### src/sv/ttb_pkg.sv
// Shared constants, the setup-to-walk job record and the tile index helper
// for the triangle tile binner. No dependencies.
package ttb_pkg;

  localparam int FracBits = 16;
  localparam int MaxTiles = 8;
  localparam int CoordW   = 32;
  localparam int NdcBits  = 28;
  localparam int VW       = NdcBits + 2;        // saturated projected coordinate
  localparam int DvdW     = CoordW + FracBits;  // dividend and quotient width
  localparam int DivCntW  = $clog2(DvdW + 1);
  localparam int DifW     = VW + 1;             // coordinate difference
  localparam int ProdW    = 2 * DifW;
  localparam int AreaW    = ProdW + 1;
  localparam int TileW    = 4;                  // tile index, may hold MaxTiles
  localparam int MulW     = 6;                  // signed corner multiplier
  localparam int EdgeW    = AreaW + 5;          // scaled edge function
  localparam int QDepth   = 2;

  localparam logic signed [VW:0] OneX = (VW + 1)'(1) <<< FracBits;

  typedef struct packed {
    logic [15:0]                  prim_id;
    logic [2:0][DifW-1:0]         ea;
    logic [2:0][DifW-1:0]         eb;
    logic [2:0][EdgeW-1:0]        enk;
    logic [TileW-1:0]             c0;
    logic [TileW-1:0]             c1;
    logic [TileW-1:0]             r0;
    logic [TileW-1:0]             r1;
    logic [TileW-1:0]             n;
  } job_t;

  // Tile index of a coordinate, limited to lim.
  function automatic logic [TileW-1:0] tile_of(input logic signed [VW-1:0] v,
                                               input logic [TileW-1:0] n,
                                               input logic [TileW-1:0] lim);
    logic signed [VW:0]     t;
    logic [VW+TileW-1:0]    p;
    logic [VW+TileW-1:0]    q;
    t = {v[VW-1], v} + OneX;
    p = (VW + TileW)'(t[VW-1:0]) * (VW + TileW)'(n);
    q = p >> (FracBits + 1);
    if (t <= 0) begin
      return '0;
    end else if (q > (VW + TileW)'(lim)) begin
      return lim;
    end
    return q[TileW-1:0];
  endfunction

endpackage

### src/sv/ttb_if.sv


interface ttb_tile_if;
  logic        valid;
  logic        ready;
  logic [15:0] prim_id;
  logic [2:0]  tile_col;
  logic [2:0]  tile_row;
  logic        full_cover;
  logic        last_tile;

  modport source (output valid, prim_id, tile_col, tile_row, full_cover, last_tile,
                  input ready);
  modport sink (input valid, prim_id, tile_col, tile_row, full_cover, last_tile,
                output ready);
endinterface

### src/sv/ttb_back.sv
// Tile walk: tests each tile of the box, one edge per cycle unless output stalls,
// and emits kept tiles through an output register. Depends on ttb_pkg and ttb_if.
module ttb_back (
  input  logic           clk_i,
  input  logic           rst_ni,
  input  logic           job_valid_i,
  output logic           job_ready_o,
  input  ttb_pkg::job_t  job_i,
  ttb_tile_if.source     tile_o
);
  import ttb_pkg::*;

  localparam logic [1:0] BIdle  = 2'd0;
  localparam logic [1:0] BEval  = 2'd1;
  localparam logic [1:0] BFlush = 2'd2;

  logic [1:0]        state_q;
  job_t              job_q;
  logic [TileW-1:0]  col_q, row_q;
  logic [1:0]        e_q;
  logic              keep_q, full_q;
  logic              pend_valid_q, pend_full_q;
  logic [2:0]        pend_col_q, pend_row_q;
  logic              out_valid_q;

  logic signed [DifW-1:0]  a, b;
  logic signed [EdgeW-1:0] nk, ein, eout;
  logic signed [MulW-1:0]  mcl, mcr, mrt, mrb, mxi, mxo, myi, myo;
  logic signed [DifW+MulW:0] lin, lout;
  logic keep_now, full_now, can_push, last_e, stall, push_pend, take;

  assign job_ready_o = (state_q == BIdle);
  assign take        = job_valid_i && job_ready_o;
  assign can_push    = !out_valid_q || tile_o.ready;

  always_comb begin
    a   = $signed(job_q.ea[e_q]);
    b   = $signed(job_q.eb[e_q]);
    nk  = $signed(job_q.enk[e_q]);
    mcl = $signed({1'b0, col_q, 1'b0}) - $signed({2'b0, job_q.n});
    mcr = mcl + MulW'(2);
    mrt = $signed({1'b0, row_q, 1'b0}) - $signed({2'b0, job_q.n});
    mrb = mrt + MulW'(2);
    // The inside corner lies toward the negative side of the edge.
    mxi = (a > 0) ? mcl : mcr;
    mxo = (a > 0) ? mcr : mcl;
    myi = (b > 0) ? mrt : mrb;
    myo = (b > 0) ? mrb : mrt;
    lin  = (DifW+MulW+1)'(a * mxi) + (DifW+MulW+1)'(b * myi);
    lout = (DifW+MulW+1)'(a * mxo) + (DifW+MulW+1)'(b * myo);
    ein  = (EdgeW'(lin) <<< FracBits) - nk;
    eout = (EdgeW'(lout) <<< FracBits) - nk;
    keep_now  = keep_q && (ein < 0);
    full_now  = full_q && (eout < 0);
    last_e    = (e_q == 2'd2);
    stall     = keep_now && pend_valid_q && !can_push;
    push_pend = (state_q == BEval && last_e && keep_now && pend_valid_q && can_push) ||
                (state_q == BFlush && pend_valid_q && can_push);
  end

  always_ff @(posedge clk_i or negedge rst_ni) begin
    if (!rst_ni) begin
      state_q      <= BIdle;
      pend_valid_q <= 1'b0;
      out_valid_q  <= 1'b0;
    end else begin
      if (push_pend) begin
        out_valid_q <= 1'b1;
      end else if (tile_o.ready) begin
        out_valid_q <= 1'b0;
      end
      case (state_q)
        BIdle: begin
          if (take && job_i.c0 <= job_i.c1 && job_i.r0 <= job_i.r1) state_q <= BEval;
        end
        BEval: begin
          if (last_e && !stall) begin
            if (keep_now) pend_valid_q <= 1'b1;
            if (col_q == job_q.c1 && row_q == job_q.r1) state_q <= BFlush;
          end
        end
        BFlush: begin
          if (!pend_valid_q) begin
            state_q <= BIdle;
          end else if (can_push) begin
            pend_valid_q <= 1'b0;
            state_q      <= BIdle;
          end
        end
        default: state_q <= BIdle;
      endcase
    end
  end

  always_ff @(posedge clk_i) begin
    if (take) begin
      job_q  <= job_i;
      col_q  <= job_i.c0;
      row_q  <= job_i.r0;
      e_q    <= 2'd0;
      keep_q <= 1'b1;
      full_q <= 1'b1;
    end else if (state_q == BEval) begin
      if (!last_e) begin
        e_q    <= e_q + 2'd1;
        keep_q <= keep_now;
        full_q <= full_now;
      end else if (!stall) begin
        e_q    <= 2'd0;
        keep_q <= 1'b1;
        full_q <= 1'b1;
        if (keep_now) begin
          pend_col_q  <= col_q[2:0];
          pend_row_q  <= row_q[2:0];
          pend_full_q <= full_now;
        end
        if (col_q == job_q.c1) begin
          col_q <= job_q.c0;
          row_q <= row_q + TileW'(1);
        end else begin
          col_q <= col_q + TileW'(1);
        end
      end
    end
    if (push_pend) begin
      tile_o.prim_id    <= job_q.prim_id;
      tile_o.tile_col   <= pend_col_q;
      tile_o.tile_row   <= pend_row_q;
      tile_o.full_cover <= pend_full_q;
      tile_o.last_tile  <= (state_q == BFlush);
    end
  end

  assign tile_o.valid = out_valid_q;
endmodule

### src/flat_wrapper.sv
// flat-port wrapper written by rule: the top's interface ports become plain ports
module ttb_back_flat import ttb_pkg::*;
  (clk_i, rst_ni, job_valid_i, job_ready_o, job_i, tile_o_valid, tile_o_prim_id, tile_o_tile_col, tile_o_tile_row, tile_o_full_cover, tile_o_last_tile, tile_o_ready);
  ttb_tile_if tile_o_i ();
  input  logic clk_i;
  input  logic rst_ni;
  input  logic job_valid_i;
  output logic job_ready_o;
  input  ttb_pkg::job_t job_i;
  output wire logic [$bits(tile_o_i.valid)-1:0] tile_o_valid;
  output wire logic [$bits(tile_o_i.prim_id)-1:0] tile_o_prim_id;
  output wire logic [$bits(tile_o_i.tile_col)-1:0] tile_o_tile_col;
  output wire logic [$bits(tile_o_i.tile_row)-1:0] tile_o_tile_row;
  output wire logic [$bits(tile_o_i.full_cover)-1:0] tile_o_full_cover;
  output wire logic [$bits(tile_o_i.last_tile)-1:0] tile_o_last_tile;
  input wire logic [$bits(tile_o_i.ready)-1:0] tile_o_ready;
  assign tile_o_valid = tile_o_i.valid;
  assign tile_o_prim_id = tile_o_i.prim_id;
  assign tile_o_tile_col = tile_o_i.tile_col;
  assign tile_o_tile_row = tile_o_i.tile_row;
  assign tile_o_full_cover = tile_o_i.full_cover;
  assign tile_o_last_tile = tile_o_i.last_tile;
  assign tile_o_i.ready = tile_o_ready;
  ttb_back u_core (.clk_i(clk_i), .rst_ni(rst_ni), .job_valid_i(job_valid_i), .job_ready_o(job_ready_o), .job_i(job_i), .tile_o(tile_o_i));
endmodule
### config.mk
export PLATFORM = sky130hd
export DESIGN_NAME = ttb_back_flat
export DESIGN_NICKNAME = d
export VERILOG_FILES = /design/src/sv/ttb_pkg.sv /design/src/sv/ttb_if.sv /design/src/sv/ttb_back.sv /design/src/flat_wrapper.sv
export SDC_FILE = /design/constraint.sdc
export NUM_CORES = 2
export LEC_CHECK = 0
export BUFFER_PORTS_ARGS = -buffer_cell sky130_fd_sc_hd__buf_2
export CAP_MARGIN = 20
export CORE_ASPECT_RATIO = 0.75
export CORE_MARGIN = 4
export CORE_UTILIZATION = 54
export DETAILED_ROUTE_END_ITERATION = 12
export GPL_ROUTABILITY_DRIVEN = 0
export PLACE_DENSITY = 0.85
export REMOVE_ABC_BUFFERS = 1
export SYNTH_ARGS = -nofsm -noshare
export SYNTH_HDL_FRONTEND = slang
export SYNTH_SLANG_ARGS = --single-unit
### constraint.sdc
create_clock -name clk_i -period 17.3 [get_ports clk_i]
set_clock_uncertainty 0.2 [all_clocks]
set_input_delay 2.595 -clock clk_i [delete_from_list [all_inputs] [get_ports clk_i]]
set_output_delay 2.595 -clock clk_i [all_outputs]
set_load 0.02 [all_outputs]
Word level (Yosys, flattened, before mapping)
Cells that the tools add are included.
{"block": "word_totals", "reg_bits": 469, "inputBits": 430, "out_inout_bits": 26, "wordCells": 136}
{"block": "classes", "mul": 4, "bitwise": 2, "n_reduce_logical": 32, "n_eq_ne": 12, "n_lt_le_gt_ge": 7, "n_addsub": 11, "muxes": 38}
{"cell": "multiplier 31 x 6 -> 37 bit", "count": 4}
{"cell": "binary-select mux 68 bit (select 2 bit)", "count": 1}
{"cell": "< comparator 68 x 1 -> 1 bit, second input constant", "count": 2}
{"cell": "subtractor 54 x 68 -> 68 bit", "count": 2}
{"cell": "binary-select mux 31 bit (select 2 bit)", "count": 2}
{"cell": "adder 37 x 37 -> 38 bit", "count": 2}
{"cell": "2-to-1 mux 68 bit", "count": 1}
{"cell": "greater-than comparator 31 x 1 -> 1 bit, second input constant", "count": 2}
{"cell": "2-to-1 mux 31 bit", "count": 2}
{"cell": "2-to-1 mux 4 bit", "count": 10}
{"cell": "2-to-1 mux 6 bit", "count": 4}
{"cell": "logical AND 1 bit", "count": 15}
{"cell": "2-to-1 mux 2 bit", "count": 7}
{"cell": "adder 6 x 3 -> 6 bit, second input constant", "count": 2}
{"cell": "subtractor 5 x 4 -> 6 bit", "count": 2}
{"cell": "inequality test 2 bit, second input constant", "count": 5}
{"cell": "nonzero test 2 bit", "count": 5}
{"cell": "2-to-1 mux 1 bit", "count": 9}
{"cell": "adder 4 x 1 -> 4 bit, second input constant", "count": 2}
{"cell": "== test 4 bit", "count": 2}
{"cell": "less-or-equal comparator 4 bit", "count": 2}
{"cell": "AND reduction 4 bit", "count": 2}
{"cell": "one-hot mux 2 bit (3 select lines)", "count": 1}
{"cell": "AND reduction 3 bit", "count": 2}
{"cell": "13 further kinds", "count": 18}

Depth between registers and ports, before layout
{"block": "depth", "ltp_word": 15, "ltp_mapped": 50, "ltp_nobuf": 45}

Least setup slack after synthesis
Ideal clock, no wire load.
{"block": "synth_path", "path_type": "input-to-reg", "start": "input port job_valid_i", "end": "register u_core.pend_col_q[0] (enable)", "path_stages": 4, "required_ps": 15970, "t_arrival_ps": 16731, "setup_time_ps": 1130, "n_path_buf": 1, "setup_slack_ps": -761, "path_cell_list": "nand2_1 > clkinv_1 > clkbuf_1 > nor3_1"}
{"block": "synth_via", "elab_chain_len": 3}
{"item": "from (decl)", "line_no": "flat_wrapper.sv:7", "source": "input logic job_valid_i;"}
{"item": "logical AND 1 bit", "line_no": "ttb_back.sv:33", "source": "assign take = job_valid_i && job_ready_o;"}
{"item": "via u_core.take", "line_no": "ttb_back.sv:30", "source": "logic keep_now, full_now, can_push, last_e, stall, push_pend, take;"}
{"item": "inverter 1 bit (no source line)"}
{"item": "AND reduction 5 bit (no source line)"}
{"item": "to (signal assigned)", "line_no": "ttb_back.sv:113", "source": "pend_col_q <= col_q[2:0];"}
{"item": "to (decl)", "line_no": "ttb_back.sv:23", "source": "logic [2:0] pend_col_q, pend_row_q;"}
The timed path passes the listed nets, and every way through them passes these cells.
A chain may end at the register's enable or synchronous reset.

Worst setup path in the final report
{"block": "layout_path", "start": "register u_core.e_q[0]", "end": "register u_core.pend_col_q[1] (enable)"}
{"block": "layout_via", "elab_chain_len": 13, "elab_cells_between_ends": 21, "classes_between": "2 x add/sub; 2 x mul; 3 x order compare; 1 x eq/ne; 8 x mux; 1 x bitwise; 4 x reduce/logical"}
{"item": "from (decl)", "line_no": "ttb_back.sv:20", "source": "logic [1:0] e_q;"}
{"item": "from (signal assigned)", "line_no": "ttb_back.sv:105", "source": "e_q <= e_q + 2'd1;"}
{"item": "binary-select mux 31 bit (select 2 bit), on equally long branches", "line_no": "ttb_back.sv:37, ttb_back.sv:38"}
{"item": "2-to-1 mux 31 bit, on equally long branches", "line_no": "ttb_back.sv:37, ttb_back.sv:38"}
{"item": "greater-than comparator 31 x 1 -> 1 bit, on equally long branches", "line_no": "ttb_back.sv:45, ttb_back.sv:47"}
{"item": "2-to-1 mux 6 bit, on equally long branches", "line_no": "ttb_back.sv:45, ttb_back.sv:47"}
{"item": "multiplier 31 x 6 -> 37 bit", "line_no": "ttb_back.sv:49", "source": "lin = (DifW+MulW+1)'(a * mxi) + (DifW+MulW+1)'(b * myi);"}
{"item": "adder 37 x 37 -> 38 bit", "line_no": "ttb_back.sv:49"}
{"item": "subtractor 54 x 68 -> 68 bit", "line_no": "ttb_back.sv:51", "source": "ein = (EdgeW'(lin) <<< FracBits) - nk;"}
{"item": "< comparator 68 x 1 -> 1 bit", "line_no": "ttb_back.sv:53", "source": "keep_now = keep_q && (ein < 0);"}
{"item": "logical AND 1 bit", "line_no": "ttb_back.sv:53"}
{"item": "logical AND 1 bit (2 in series)", "line_no": "ttb_back.sv:56", "source": "stall = keep_now && pend_valid_q && !can_push;"}
{"item": "inverter 1 bit (no source line)"}
{"item": "AND reduction 5 bit (no source line) (*)"}
Mark *: on every way between the ends. The rest lies on a longest branch, timed or not. The select of a mux whose other input is x is not followed.

==> results.py <==
metrics = {
    "drt": {
        "ant_nets": 0,
        "vias": 32200,
        "drt_iter0_drc": 3604,
        "via_per_inst": 5.76,
        "wl_per_cell_um": 22.3,
        "wirelength_mm": 125,
        "drc": 0,
        "dr.pass1.iters": 7,
    },
    "global_routing": {
        "grt_overflow": 0,
        "antenna_found_initial": 13,
        "grt_pass1_vias": 33600,
        "grt_usage": 0.288,
        "grt_pass1_wl_mm": 194,
        "grt_max_degree": 145,
    },
    "yosys": {
        "yosysWarningCount": 0,
        "avgSynthCellArea_um2": 10.9,
        "synth-edff-count": 461,
        "ys.flop_type": "edfxtp_1",
        "syn-cell-area_um2": 44400,
        "synth-seq-cells": 469,
        "async_reset_ff_frac": 0.00853,
        "yosysSeqAreaShare": 0.316,
        "synth_cells": 4067,
        "synth_cell_types": 83,
    },
    "placement": {
        "dp_hpwl_mm": 101,
        "portBuffers": 455,
        "placedCellCount": 5499,
    },
    "worst_setup_path": {
        "cp.arrival_ns": 14.68,
        "worstRegToRegCells": 45,
        "worstSetupPathType": "reg2reg",
        "regToRegEndpoint": "u_core.pend_col_q[1]",
        "cp_slowest_cell": "o31ai_1",
        "cpMostUsedCell": "fa_1",
        "worst_ep_required_time_ns": 17.34,
        "crit_path_max_fanout": 29,
        "r2r_setup_slack_ns": 2.65,
        "rr_startpoint": "u_core.e_q[0]",
        "cpPeakStageDelay_ns": 0.82,
        "cp-endpoint": "u_core.pend_col_q[1]",
        "critPathLaunch": "u_core.e_q[0]",
        "worstSetupEndpointType": "flip-flop",
        "startpoint_type": "flip-flop",
    },
    "layout": {
        "fin_cells": 5589,
        "drive_above_1_share": 0.142,
        "utilization": 0.613,
        "syn_to_final_growth_pct": 11.8,
        "fin_nets": 5921,
    },
    "job": {
        "drv_cap": 0,
    },
    "status": {
        "status": "completed",
    },
    "floorplan": {
        "dieArea_um2": 86900,
        "num_rows": 90,
        "start_util": 0.548,
        "die_w_um": 339,
        "pin_count": 456,
        "die_y_um": 256,
        "core_um2": 81000,
    },
    "timing": {
        "hold_violations": 0,
        "whs_ns": 0.219,
        "max_freq_ghz": 0.0683,
        "slew_violations": 0,
        "rsz0062_at_grt": "false",
        "period_share": 0.847,
        "period_minus_slack_ns": 14.65,
        "relSlewSlack": 0.302,
        "worst_pin_slew_ns": 1.05,
        "setup_viol": 0,
    },
    "clock_network": {
        "cts_resized": 0,
        "cts_sinks": 469,
        "clk_pin_slew_ns": 0.06,
        "cts_max_level": 2,
        "clockBufferDepth": 3,
        "root_buffer": "clkbuf_16",
        "cts_tree": "built",
        "cts_hold_buf": 0,
        "cts_setup_buffers": 0,
        "clk_latency_ns": 0.62,
        "cts_buffers": 47,
    },
    "hold_path": {
        "hp-class": "reg2reg",
    },
}
## metal layers
metal / wire length, µm / vias to the layer above / track usage
li1: - / 14100 / -
met1: 48300 / 15600 / 0.389
met2: 54200 / 2149 / 0.429
met3: 18300 / 319 / 0.128
met4: 3780 / 22 / 0.0735
met5: 130 / - / 0
## Yosys cell counts (all sizes together) (4+ instances only)
cell	n	share of area
o31ai	8	0.0014
nor2b	14	0.0020
a311oi	4	0.00079
xor2	33	0.0065
nand3	27	0.0030
or3	4	0.00056
o221ai	4	0.00079
o2111ai	5	0.0011
fa	646	0.29
o21ai	78	0.0090
clkbuf	99	0.0084
o21bai	11	0.0019
inv	663	0.056
buf	51	0.0060
or2	8	0.0011
a21o	75	0.013
nand2b	82	0.012
a41oi	6	0.0012
edfxtp	461	0.31
nand4	33	0.0047
a21oi	178	0.020
a31oi	8	0.0011
or4	4	0.00068
xnor2	83	0.017
dfxtp	4	0.0018
dfrtp	4	0.0023
o21a	9	0.0015
nor2	324	0.027
nor4	24	0.0034
and2	21	0.0030
ha	354	0.10
and3	8	0.0011
nand2	520	0.044
mux2	4	0.0010
a211oi	10	0.0017
a2111oi	4	0.0013
o211ai	10	0.0018
nor3	21	0.0024
mux2i	117	0.026
## registers in the layout (all words and copies together), names as in the netlist
signal and flops:
u_core.tile_o.valid 1, u_core.e_q 2, u_core.pend_row_q 3, u_core.pend_col_q 3, u_core.tile_o.full_cover 1, u_core.tile_o.prim_id 16
u_core.col_q 4, u_core.pend_full_q 1, u_core.row_q 4, u_core.keep_q 1, u_core.state_q 2, u_core.tile_o.last_tile 1
u_core.full_q 1, u_core.tile_o.tile_row 3, u_core.job_q 422, u_core.tile_o.tile_col 3, u_core.pend_valid_q 1
## critical path: cells and delay by family (launching register included)
family,cells,cell delay [ns]
fa+ha+maj,8,3.52
simple gates,11,3.25
mux,1,0.26
compound gates,16,4.40
buf+inv,6,1.28
flops,1,0.67
xor+xnor,3,0.59
## cell usage in the layout (no fill, tap or decap), drive strengths merged, types with 5 or more instances in the layout
cell type	netlist	layout
a211oi	10	10
o21ai	78	78
bufinv	0	5
clkinv	1	20
diode	0	5
a21o	75	75
or2	8	8
inv	663	666
nand3	27	27
o31ai	8	8
o21bai	11	11
xor2	33	33
and3	8	8
nand2	520	520
o211ai	10	10
a31oi	8	8
o21a	9	9
buf	51	525
a41oi	6	6
nand4	33	33
fa	646	646
ha	354	354
a21oi	178	178
o2111ai	5	5
nor2b	14	14
and2	21	21
nand2b	82	82
clkbuf	99	56
nor4	24	24
edfxtp	461	461
nor2	324	324
mux2i	117	117
xnor2	83	83
nor3	21	21
## stage by stage
step | cell area [µm²] | TNS, ns | worst slack [ns]
5_1_grt | 49600 | 0 | 2.05
3_3_place_gp | 48000 | 0 | 3.19
2_1_floorplan | 43700 | -293.93 | -6.83
4_1_cts | 49600 | 0 | 2.88
6_report | 49600 | 0 | 2.65
3_5_place_dp | 48000 | 0 | 2.92
## cells by family (layout without fill, tap and decap cells)
family / after synthesis / count (layout) / share of synthesized area
other cells: 0 / 5 / 0
compound gates: 449 / 449 / 0.0651
simple gates: 1098 / 1098 / 0.106
fa+ha+maj: 1000 / 1000 / 0.391
mux: 121 / 121 / 0.0274
xor+xnor: 116 / 116 / 0.0235
flops: 469 / 469 / 0.316
buf+inv: 814 / 1273 / 0.0705
## worst min-delay path by stage
stage                                  start                   endpoint  slack, ns  depth (start not counted)
after global routing       u_core.job_q[421]  u_core.tile_o.prim_id[11]       0.23                          0
after global placement     u_core.job_q[420]  u_core.tile_o.prim_id[10]       0.20                          0
after floorplan           u_core.pend_full_q   u_core.tile_o.full_cover       0.20                          0
after detailed placement   u_core.job_q[412]   u_core.tile_o.prim_id[2]       0.20                          0
final                      u_core.job_q[416]   u_core.tile_o.prim_id[6]       0.22                          0
after CTS                  u_core.job_q[412]   u_core.tile_o.prim_id[2]       0.22                          0
## layout make-up
class,instances,area [µm²]
inverter,664,2500
multi-input combinational,2784,27400
antenna,5,12.5
fill,6104,31400
clock buffer,56,1230
clock inverter,28,322
sequential,469,14000
timing repair buffer,525,2830
tap,1058,1320
Power is not shown: default switching activity piles up to over one toggle a cycle in this logic, so the estimate is an artifact.
