$ cat src/sv/ttb_pkg.sv
// Shared constants, the setup-to-walk job record and the tile index helper
// for the triangle tile binner. No dependencies.
package ttb_pkg;

  localparam int FracBits = 16;
  localparam int MaxTiles = 8;
  localparam int CoordW   = 32;
  localparam int NdcBits  = 28;
  localparam int VW       = NdcBits + 2;        // saturated projected coordinate
  localparam int DvdW     = CoordW + FracBits;  // dividend and quotient width
  localparam int DivCntW  = $clog2(DvdW + 1);
  localparam int DifW     = VW + 1;             // coordinate difference
  localparam int ProdW    = 2 * DifW;
  localparam int AreaW    = ProdW + 1;
  localparam int TileW    = 4;                  // tile index, may hold MaxTiles
  localparam int MulW     = 6;                  // signed corner multiplier
  localparam int EdgeW    = AreaW + 5;          // scaled edge function
  localparam int QDepth   = 2;

  localparam logic signed [VW:0] OneX = (VW + 1)'(1) <<< FracBits;

  typedef struct packed {
    logic [15:0]                  prim_id;
    logic [2:0][DifW-1:0]         ea;
    logic [2:0][DifW-1:0]         eb;
    logic [2:0][EdgeW-1:0]        enk;
    logic [TileW-1:0]             c0;
    logic [TileW-1:0]             c1;
    logic [TileW-1:0]             r0;
    logic [TileW-1:0]             r1;
    logic [TileW-1:0]             n;
  } job_t;

  // Tile index of a coordinate, limited to lim.
  function automatic logic [TileW-1:0] tile_of(input logic signed [VW-1:0] v,
                                               input logic [TileW-1:0] n,
                                               input logic [TileW-1:0] lim);
    logic signed [VW:0]     t;
    logic [VW+TileW-1:0]    p;
    logic [VW+TileW-1:0]    q;
    t = {v[VW-1], v} + OneX;
    p = (VW + TileW)'(t[VW-1:0]) * (VW + TileW)'(n);
    q = p >> (FracBits + 1);
    if (t <= 0) begin
      return '0;
    end else if (q > (VW + TileW)'(lim)) begin
      return lim;
    end
    return q[TileW-1:0];
  endfunction

endpackage

$ cat src/sv/ttb_fifo.sv
// Small register queue of setup jobs between setup and tile walk.
// Depends on ttb_pkg.
module ttb_fifo #(
  parameter int DEPTH = ttb_pkg::QDepth
) (
  input  logic           clk_i,
  input  logic           rst_ni,
  input  logic           push_valid_i,
  output logic           push_ready_o,
  input  ttb_pkg::job_t  push_data_i,
  output logic           pop_valid_o,
  input  logic           pop_ready_i,
  output ttb_pkg::job_t  pop_data_o
);
  import ttb_pkg::*;

  localparam int PtrW = (DEPTH > 1) ? $clog2(DEPTH) : 1;
  localparam int CntW = $clog2(DEPTH + 1);

  job_t            mem_q [DEPTH];
  logic [PtrW-1:0] wr_q, rd_q;
  logic [CntW-1:0] cnt_q;
  logic            push, pop;

  assign push_ready_o = (cnt_q != CntW'(DEPTH));
  assign pop_valid_o  = (cnt_q != '0);
  assign push         = push_valid_i && push_ready_o;
  assign pop          = pop_valid_o && pop_ready_i;
  assign pop_data_o   = mem_q[rd_q];

  always_ff @(posedge clk_i or negedge rst_ni) begin
    if (!rst_ni) begin
      wr_q  <= '0;
      rd_q  <= '0;
      cnt_q <= '0;
    end else begin
      if (push) wr_q <= (wr_q == PtrW'(DEPTH - 1)) ? '0 : wr_q + PtrW'(1);
      if (pop)  rd_q <= (rd_q == PtrW'(DEPTH - 1)) ? '0 : rd_q + PtrW'(1);
      if (push && !pop) begin
        cnt_q <= cnt_q + CntW'(1);
      end else if (pop && !push) begin
        cnt_q <= cnt_q - CntW'(1);
      end
    end
  end

  always_ff @(posedge clk_i) begin
    if (push) mem_q[wr_q] <= push_data_i;
  end
endmodule

$ cat config.mk
export PLATFORM = sky130hd
export DESIGN_NAME = ttb_fifo
export DESIGN_NICKNAME = d
export VERILOG_FILES = /design/src/sv/ttb_pkg.sv /design/src/sv/ttb_fifo.sv
export SDC_FILE = /design/constraint.sdc
export NUM_CORES = 1
export LEC_CHECK = 0
export ABC_AREA = 1
export ABC_CLOCK_PERIOD_IN_PS = 22500
export BUFFER_PORTS_ARGS = -buffer_cell sky130_fd_sc_hd__buf_4
export CAP_MARGIN = 10
export CORE_AREA = 5 5 332 334
export DETAILED_ROUTE_END_ITERATION = 10
export DIE_AREA = 0 0 337 339
export PLACE_DENSITY = 0.59
export SLEW_MARGIN = 5
export SYNTH_ARGS = -nofsm -noshare
export SYNTH_HDL_FRONTEND = slang
export SYNTH_SLANG_ARGS = --single-unit
export TNS_END_PERCENT = 30
$ cat constraint.sdc
create_clock -name clk_i -period 22.5 [get_ports clk_i]
set_input_delay 2.25 -clock clk_i [delete_from_list [all_inputs] [get_ports clk_i]]
set_output_delay 2.25 -clock clk_i [all_outputs]
set_load 0.01 [all_outputs]
=== Word-level counts from Yosys, hierarchy flattened ===
Memories as Yosys holds them, arrays and structs flattened.
Index checks and enable logic that the tools add are counted.

* Bits in registers: 4
* Memory bits (writable): 852
* Input bits: 430
* Output and inout bits: 428
* Word-level logic and storage cells: 23
* Memories: 1

{| class="wikitable"
|+ Memories
! memory !! words !! bits a word !! rd ports !! clocked after Yosys merged registers in !! wr ports !! RTL line !! text
|-
| mem_q || 2 || 426 || 1 || 0 || 1 || ttb_fifo.sv:20 || <nowiki>job_t mem_q [DEPTH];</nowiki>
|}

* $add $sub $neg: 4
* Eq/ne operators: 1
* Mux-type cells: 6
* Reductions and logical operators: 8

{| class="wikitable"
|+ Operators by type and width
! operator !! count
|-
| 1-bit logical AND || 4
|-
| 1-bit 2-to-1 mux || 4
|-
| 2-bit 2-to-1 mux || 2
|-
| 2-bit nonzero test || 2
|-
| 1-bit adder, second input constant || 2
|-
| 2-bit by 1-bit adder with 2-bit output, second input constant || 1
|-
| 1-bit zero test || 2
|-
| 2-bit inequality test, second input constant || 1
|-
| 2-bit by 1-bit subtractor with 2-bit output, second input constant || 1
|}

=== Depth between registers and ports, before layout ===
Gate-level depths: netlist (run 1).

* Depth in word-level cells: 6
* Mapped depth: 10
* Depth with buffers taken out: 10

=== Worst setup path before layout (run 1) ===
OpenSTA, ideal clock, no wires.

* Path type: input port to flip-flop
* Start: input port push_valid_i
* End: memory mem_q[0][0] (netlist name), enable pin
* Library setup time: 1224 ps
* Arrival: 19981 ps
* Data required time: 21276 ps
* Path slack: 1294 ps
* Cell stages on the path: 2
* Path buffers: 0
* Cells stage by stage: nand2_1 > nor2_1

* Longest elaborated chain between the ends: 3

{| class="wikitable"
|+ Ends and longest elaborated chain
! element !! RTL line !! text
|-
| from (decl) || ttb_fifo.sv:8 || <nowiki>input logic push_valid_i,</nowiki>
|-
| 1-bit logical AND || ttb_fifo.sv:27 || <nowiki>assign push = push_valid_i && push_ready_o;</nowiki>
|-
| 1-bit 2-to-1 mux || ttb_fifo.sv:48 || <nowiki>if (push) mem_q[wr_q] <= push_data_i;</nowiki>
|-
| 1-bit 2-to-1 mux (not written as such) || ttb_fifo.sv:48 ||
|-
| to (decl) || ttb_fifo.sv:20 ||
|}

Every way passes these cells.

==> results.toml, run 1 <==
[setup_path]
worst-path-max-fanout = 118
cp_data_arrival_time_ns = 4.73
max_stage_delay_ns = 0.79
endpoint_kind = "primary output"
startpoint_type = "flop"
path_delay_family = "buffers and inverters"
crit_path_top_delay_cell = "buf_4"
rr_startpoint = "cnt_q[0]"
path_buf_inv = 5
critPathKind = "flop to primary output"
path_cells = "inv_8, buf_4, buf_4, buf_4, nand2_1, nand2_1, buf_4"
startpoint = "rd_q"
required_ns = 20.25
worst_path_most_repeated_cell = "buf_4"
rrSetupSlack_ns = 17.66

[clock_network]
cts_buffers = 90
clkLatencyLatePin_ns = 0.65
cts_resized = 0
path_clk_slew_ns = 0.06
clock-root-buffer = "clkbuf_16"
cts_tree = "yes"
postCtsSetupRepairBufs = 0
cts_max_level = 3
cts_buffer_depth = 3
cts_hold_buffers = 0
cts_sinks = 856

[timing]
final.setup.worst_slack_ns = 15.52
fin_crit_sh = 0.310
finalHoldViolations = 0
holdWs_ns = 0.494
clock.fmax_mhz = 143
layout_min_cycle_time_ns = 6.98
skew_ns = 0.0219
setup_viol = 0
rsz0062_at_grt = "no"
slew-limit-headroom = 0.222
setup_tns_ns = 0
worstMarginPinSlew_ns = 1.16
finalMaxSlewViolations = 0

[global_route]
grtUsageTotal = 0.150
antenna_found_initial = 14
grt_pass1_wl_mm = 128
first_global_vias = 19850
grt_max_degree = 155
grt-ovfl-total = 0

[layout]
drive_gt1_frac = 0.311
areaGrowthSynthToFinish_pct = 34.3
final_net_count = 3559
final_cell_mix = "1,288 x nand2_1, 875 x buf_4, 852 x edfxtp_1"
final_common_cell = "nand2_1"

[synthesis]
ys_types = 14
avgSynthCellArea_um2 = 13.8
ys_seq_area_frac = 0.826
netlist_area_um2 = 31100
netlist_instances = 2254
ys_seq_elements = 856
syn-num-nets = 2685
yosysWarnings = 0

[place]
gp_congestion = 0.906
place_ws_ns = 15.87
dp_hpwl_mm = 63.0
port_buffers = 857

[routing]
viasPerCell = 4.30
vias = 19804
drt_iter0_drc = 1162
totalWireLength_mm = 89.7
drt_pass1_iterations = 4
drc_errors = 0
ant_nets = 0
avgRoutedWirePerCell_um = 19.5

[pwr]
ir_drop_uv = 75.0
p_seq_frac = 0.406
sw_frac_of_total = 0.340
power_w = 0.00562
power_frac_clock = 0.247
power_density_nw_per_um2 = 134
combPwrFrac = 0.347
switching_power_w = 0.00191
internal_power_w = 0.00370
leakage_nw = 17.4

[min_path]
worst_hold_startpoint = "cnt_q[1]"
hp-class = "flop to flop"

[floorplan]
dieArea_um2 = 114000
start_util = 0.292
rows = 120
ioPinCount = 858
coreArea_um2 = 107000
fp.dieW_um = 337
die_h_um = 339

[outcome]
status = "complete, no violations"

[flow_run]
maxCapViolCount = 0
-- cell families (layout without fill, tap and decap cells) --
logic type,Yosys count,after routing,share of synthesized area
adders and majority gates,1,1,0.000402
xor gates and xnor gates,2,2,0.000563
buffers and inverters,102,1041,0.0169
other,0,11,0
and+or+nand+nor,1293,1293,0.156
DFF,856,856,0.826
-- worst paths after layout --
check | cells past startpoint | endpoint
worst max-delay path | 7 | pop_data_o[346]
worst min-delay path | 2 | cnt_q[1]
worst min register to register | 2 | cnt_q[1]
max in group asynchronous | 1 | rd_q
min in group asynchronous | 1 | rd_q
worst max register to register | 7 | mem_q[0][305]
-- registers in the layout, indices dropped and copies added, names as in the netlist --
register,flops
cnt_q,2
rd_q,1
mem_q,852
wr_q,1
-- per-layer routing --
metal,share of wire,global-route usage,vias to the layer above
met1,0.36,0.163,9521
li1,-,-,9394
met4,0.038,0.0666,4
met3,0.084,0.0493,176
met2,0.52,0.264,709
met5,0.00029,0,-
-- stage by stage --
stage	area (µm²)	instances	utilization
global route	41800	4607	0.392
global placement	39000	4439	0.366
finish	41800	4607	0.392
detailed placement	39000	4439	0.366
floorplan	31100	2254	-
CTS	41700	4596	0.391
-- tightest hold or removal path, cell delays in order, from the launching register on --
cell and delay [ns]:
dfrtp_1 0.36, nand2_1 0.06, nand2_1 0.05
-- area by class of cell --
class / instances / area (µm²)
fillers: 10147 / 64800
inverters: 7 / 33.8
repair buffers: 877 / 6610
clock buffers: 117 / 2410
clock inverters: 40 / 337
flip-flops and latches: 856 / 25700
well taps: 1403 / 1760
diodes: 11 / 27.5
multi-input cells: 1296 / 4900
-- Yosys cell counts (all sizes together) --
master,number,area share
nor2,2,0.00024
inv,7,0.00084
edfxtp,852,0.82
xor2,1,0.00028
nand3,2,0.00032
ha,1,0.00040
xnor2,1,0.00028
nand4,1,0.00020
dfrtp,4,0.0032
buf,95,0.016
nand2,1288,0.16
-- power groups by stage --
stage	logic [W]	clock network (W)	registers (W)
final	0.00195	0.00139	0.00228
after global routing	0.00212	0.00149	0.00231
after CTS	0.00200	0.00143	0.00228
after detailed placement	0.00199	0	0.00231
after global placement	0.00199	0	0.00231
after floorplan	0.000943	0	0.00256
Note: power is estimated with default switching activity, not from simulation.
==> run 2, diff against run 1 <==
--- a/config.mk
+++ b/config.mk
@@ -6,7 +6,7 @@
 export NUM_CORES = 1
 export LEC_CHECK = 0
 export ABC_AREA = 1
-export ABC_CLOCK_PERIOD_IN_PS = 22500
+export ABC_CLOCK_PERIOD_IN_PS = 6800
 export BUFFER_PORTS_ARGS = -buffer_cell sky130_fd_sc_hd__buf_4
 export CAP_MARGIN = 10
 export CORE_AREA = 5 5 332 334
==> constraint.sdc (replaced) <==
create_clock -name clk_i -period 6.8 [get_ports clk_i]
set_input_delay 0.68 -clock clk_i [delete_from_list [all_inputs] [get_ports clk_i]]
set_output_delay 0.68 -clock clk_i [all_outputs]
set_load 0.01 [all_outputs]
==> results.toml, run 2 (same netlist as run 1, synthesis figures left out) <==
[floorplan]
die_h_um = 339
coreArea_um2 = 107000
fp.dieW_um = 337
rows = 120
ioPinCount = 858
dieArea_um2 = 114000
start_util = 0.292

[routing]
viasPerCell = 4.27
ant_nets = 0
drt_pass1_iterations = 5
vias = 19620
drt_iter0_drc = 1041
totalWireLength_mm = 87.3
avgRoutedWirePerCell_um = 19.0
drc_errors = 0

[layout]
final_common_cell = "nand2_1"
largest_register = "mem_q"
final_net_count = 3559
final_cell_mix = "1,287 x nand2_1, 867 x buf_4, 852 x edfxtp_1"
largest_reg_flops = 852
drive_gt1_frac = 0.314
largestRegisters = "mem_q (852), cnt_q (2)"
ff_latch_area_um2 = 25700
areaGrowthSynthToFinish_pct = 35.1
num-fill-cells = 10061
multiInputGateArea_um2 = 4920
final_cells = 4598
stdcell_area_um2 = 42000

[setup_path]
path_delay_family = "buffers and inverters"
max_stage_delay_ns = 0.77
worst-path-max-fanout = 150
required_ns = 6.12
endpoint_kind = "primary output"
cp_data_arrival_time_ns = 3.42
critPathKind = "flop to primary output"
worst_path_most_repeated_cell = "nand2_1"
path_cells = "inv_8, buf_12, nand2_1, nand2_1, buf_4"
crit_path_top_delay_cell = "dfrtp_4"
path_buf_inv = 3
startpoint_type = "flop"

[flow_run]
maxCapViolCount = 0

[global_route]
antenna_found_initial = 10
grtUsageTotal = 0.146
grt_max_degree = 167
grt_pass1_wl_mm = 125
grt-ovfl-total = 0
first_global_vias = 19460

[outcome]
status = "complete, no violations"

[pwr]
leakage_nw = 17.5
power_w = 0.0188
power_density_nw_per_um2 = 448
ir_drop_uv = 285

[timing]
fin_crit_sh = 0.604
setup_viol = 0
layout_min_cycle_time_ns = 4.10
slew-limit-headroom = 0.293
rsz0062_at_grt = "no"
finalHoldViolations = 0
worstMarginPinSlew_ns = 1.06
clock.fmax_mhz = 244
finalMaxSlewViolations = 0
skew_ns = 0.0250

[clock_network]
path_clk_slew_ns = 0.06
clkLatencyLatePin_ns = 0.65
cts_tree = "yes"
clock-root-buffer = "clkbuf_16"
cts_max_level = 3
cts_buffers = 91
cts_sinks = 856
cts_buffer_depth = 3
postCtsSetupRepairBufs = 0

[place]
gp_congestion = 0.835
dp_hpwl_mm = 60.3
place_inst = 4437
placed_area_um2 = 39100
port_buffers = 857

[min_path]
hp-class = "primary input to flop"
## run 2: cell count changes in the layout (fill, tap and decap cells not counted), moves of 2 or more
cell	change
buf_12	+6
buf_4	-8
bufinv_16	+6
clkbuf_1	-13
clkbuf_16	+2
clkinv_2	+2
clkinv_8	-2
diode_2	-4
inv_6	+3
## run 2: layout make-up
type / instances / share of cell area
Multi-Input combinational cell: 1296 / 0.117
Clock buffer: 105 / 0.0570
Sequential cell: 856 / 0.612
Timing Repair Buffer: 876 / 0.159
Antenna cell: 7 / 0.000417
Clock inverter: 48 / 0.0123
Inverter: 7 / 0.000804
Tap cell: 1403 / 0.0418
## run 2: per-layer routing
layer  vias up  global-route usage  wire length, µm
met2       634               0.258            45100
met1      9447               0.161            31900
li1       9378                   -                -
met4         2              0.0580             3060
met3       159              0.0492             7240
met5         -                   0               13
## run 2: report_power, final
part	switching, W	internal [W]
Clock	0.00195	0.00288
Sequential	0.000311	0.00722
Combinational	0.00400	0.00244
Total	0.00626	0.0125
## run 2: per-stage QoR
stage	setup TNS [ns]	util	hold slack (ns)	setup WS (ns)
after floorplan	-579.29	-	0.384	-0.685
after global placement	0	0.366	0.484	3.39
after detailed placement	0	0.366	0.484	3.41
after CTS	0	0.394	0.129	2.68
after global routing	0	0.394	0.154	2.48
final	0	0.394	0.213	2.70
## run 2: final timing paths
kind                            startpoint               to  slack (ns)  cells after the start
max                                   rd_q  pop_data_o[119]        2.70                      5
max reg2reg                       cnt_q[0]    mem_q[1][311]        3.98                      5
min                        push_data_i[48]     mem_q[1][48]        0.21                      1
max in group asynchronous           rst_ni             rd_q        6.25                      2
min reg2reg                       cnt_q[0]         cnt_q[0]        0.51                      1
min in group asynchronous           rst_ni             rd_q        0.44                      2
## run 2: what timing repair did
| item | CTS | global route |
|---|---|---|
| endpoints found under the hold margin | 4 | 0 |
| gates resized for setup | 0 | 0 |
| hold buffers | 1 | 0 |
==> run 3, diff against run 2 <==
--- a/config.mk
+++ b/config.mk
@@ -6,7 +6,7 @@
 export NUM_CORES = 1
 export LEC_CHECK = 0
 export ABC_AREA = 1
-export ABC_CLOCK_PERIOD_IN_PS = 6800
+export ABC_CLOCK_PERIOD_IN_PS = 4300
 export BUFFER_PORTS_ARGS = -buffer_cell sky130_fd_sc_hd__buf_4
 export CAP_MARGIN = 10
 export CORE_AREA = 5 5 332 334
==> constraint.sdc (replaced) <==
create_clock -name clk_i -period 4.3 [get_ports clk_i]
set_input_delay 0.43 -clock clk_i [delete_from_list [all_inputs] [get_ports clk_i]]
set_output_delay 0.43 -clock clk_i [all_outputs]
set_load 0.01 [all_outputs]
==> results.toml, run 3 (same netlist as run 1, synthesis figures left out) <==
[layout]
drive_gt1_frac = 0.278
areaGrowthSynthToFinish_pct = 49.0
largestRegisters = "mem_q (852), cnt_q (2)"
final_cells = 5053
final_common_cell = "nand2_1"
final_net_count = 3998
largest_register = "mem_q"
largest_reg_flops = 852
final_cell_mix = "1,286 x nand2_1, 875 x buf_4, 852 x edfxtp_1"
stdcell_area_um2 = 46300

[global_route]
use_met3 = 0.0454
antenna_found_initial = 17
grt_pass1_wl_mm = 133
grtUsageTotal = 0.154
grt-ovfl-total = 0
grt_max_degree = 163
grtUsageMet1 = 0.168
met2_usage = 0.274
top_usage_layer = "met2"
first_global_vias = 21860

[setup_path]
reg2reg_depth = 4
critPathKind = "flop to primary output"
r2r_end = "rd_q"
worst-path-max-fanout = 127
endpoint_kind = "primary output"
startpoint_type = "flop"
required_ns = 3.87
rrSetupSlack_ns = 2.02
rr_startpoint = "rd_q"
cp_data_arrival_time_ns = 2.94

[routing]
ant_nets = 0
viasPerCell = 4.24
drc_errors = 0
drt_iter0_drc = 1198
avgRoutedWirePerCell_um = 18.2
drt_pass1_iterations = 7
totalWireLength_mm = 92.0
vias = 21429

[clock_network]
cts_max_level = 3
path_clk_slew_ns = 0.06
cts_buffers = 90
cts_resized = 0
clock-root-buffer = "clkbuf_16"
cts_tree = "yes"
clkLatencyLatePin_ns = 0.64
cts_sinks = 856
cts_buffer_depth = 3

[timing]
finalHoldViolations = 0
fin_crit_sh = 0.784
setup_tns_ns = 0
final.setup.worst_slack_ns = 0.931
clock.fmax_mhz = 297
setup_viol = 0
rsz0062_at_grt = "no"
worstMarginPinSlew_ns = 1.07
finalMaxSlewViolations = 0
layout_min_cycle_time_ns = 3.37
slew-limit-headroom = 0.287
skew_ns = 0.0235

[floorplan]
start_util = 0.292
rows = 120
die_h_um = 339
fp.dieW_um = 337
dieArea_um2 = 114000
ioPinCount = 858
coreArea_um2 = 107000

[min_path]
worst_hold_startpoint = "push_valid_i"
whs_path_depth = 3
holdPathEnd = "wr_q"
hp-class = "primary input to flop"

[place]
gp_congestion = 0.828
placed_area_um2 = 39200
place_inst = 4451
place_ws_ns = 1.63
port_buffers = 857
dp_hpwl_mm = 61.7

[pwr]
ir_drop_uv = 544
power_density_nw_per_um2 = 649
leakage_nw = 19.3
power_w = 0.0301

[outcome]
status = "complete, no violations"

[flow_run]
maxCapViolCount = 0
==> run 3: area by class of cell <==
type / count / area (µm²)
Antenna cell: 11 / 27.5
Fill cell: 9585 / 60300
Timing Repair Buffer: 1316 / 11100
Tap cell: 1403 / 1760
Sequential cell: 856 / 25700
Multi-Input combinational cell: 1296 / 4920
Clock inverter: 48 / 384
Inverter: 7 / 33.8
Clock buffer: 116 / 2390
==> run 3: critical path: stages (launching register included) <==
cell and delay, ns:
dfrtp_4 0.67, inv_8 0.52, buf_12 0.38, nand2_1 0.09
nand2_1 0.10, buf_4 0.13
==> run 3: what timing repair did <==
action,4_1_cts,5_1_grt
endpoints found under the hold margin,856,0
setup buffers,0,0
hold buffers,427,0
==> run 3: per-layer routing <==
layer  vias to the layer above  routed length, µm
met1                     10209              33400
li1                      10274                  -
met5                         -                100
met4                        16               4120
met3                       221               6690
met2                       709              47600
==> run 3: through the flow <==
stage / hold WS (ns) / util
2_1_floorplan: 0.134 / -
3_3_place_gp: 0.234 / 0.368
3_5_place_dp: 0.235 / 0.368
4_1_cts: 0.0259 / 0.434
5_1_grt: 0.0609 / 0.434
6_report: 0.107 / 0.435
==> run 3: where the power goes <==
part           internal, W  total (W)  switching [W]  leakage [nW]
Combinational      0.00422     0.0109        0.00665          9.99
Clock              0.00423    0.00735        0.00312          1.36
Sequential          0.0114     0.0118       0.000446          7.97
==> run 3: how the worst max path moves through the flow <==
stage,startpoint,end,slack (ns),cells after the start
floorplan,cnt_q[0],mem_q[0][0],-3.02,4
global placement,rd_q,pop_data_o[83],1.58,4
detailed placement,rd_q,pop_data_o[83],1.63,4
CTS,rd_q,pop_data_o[83],0.86,4
global route,rd_q,pop_data_o[282],0.73,5
finish,rd_q,pop_data_o[282],0.93,5
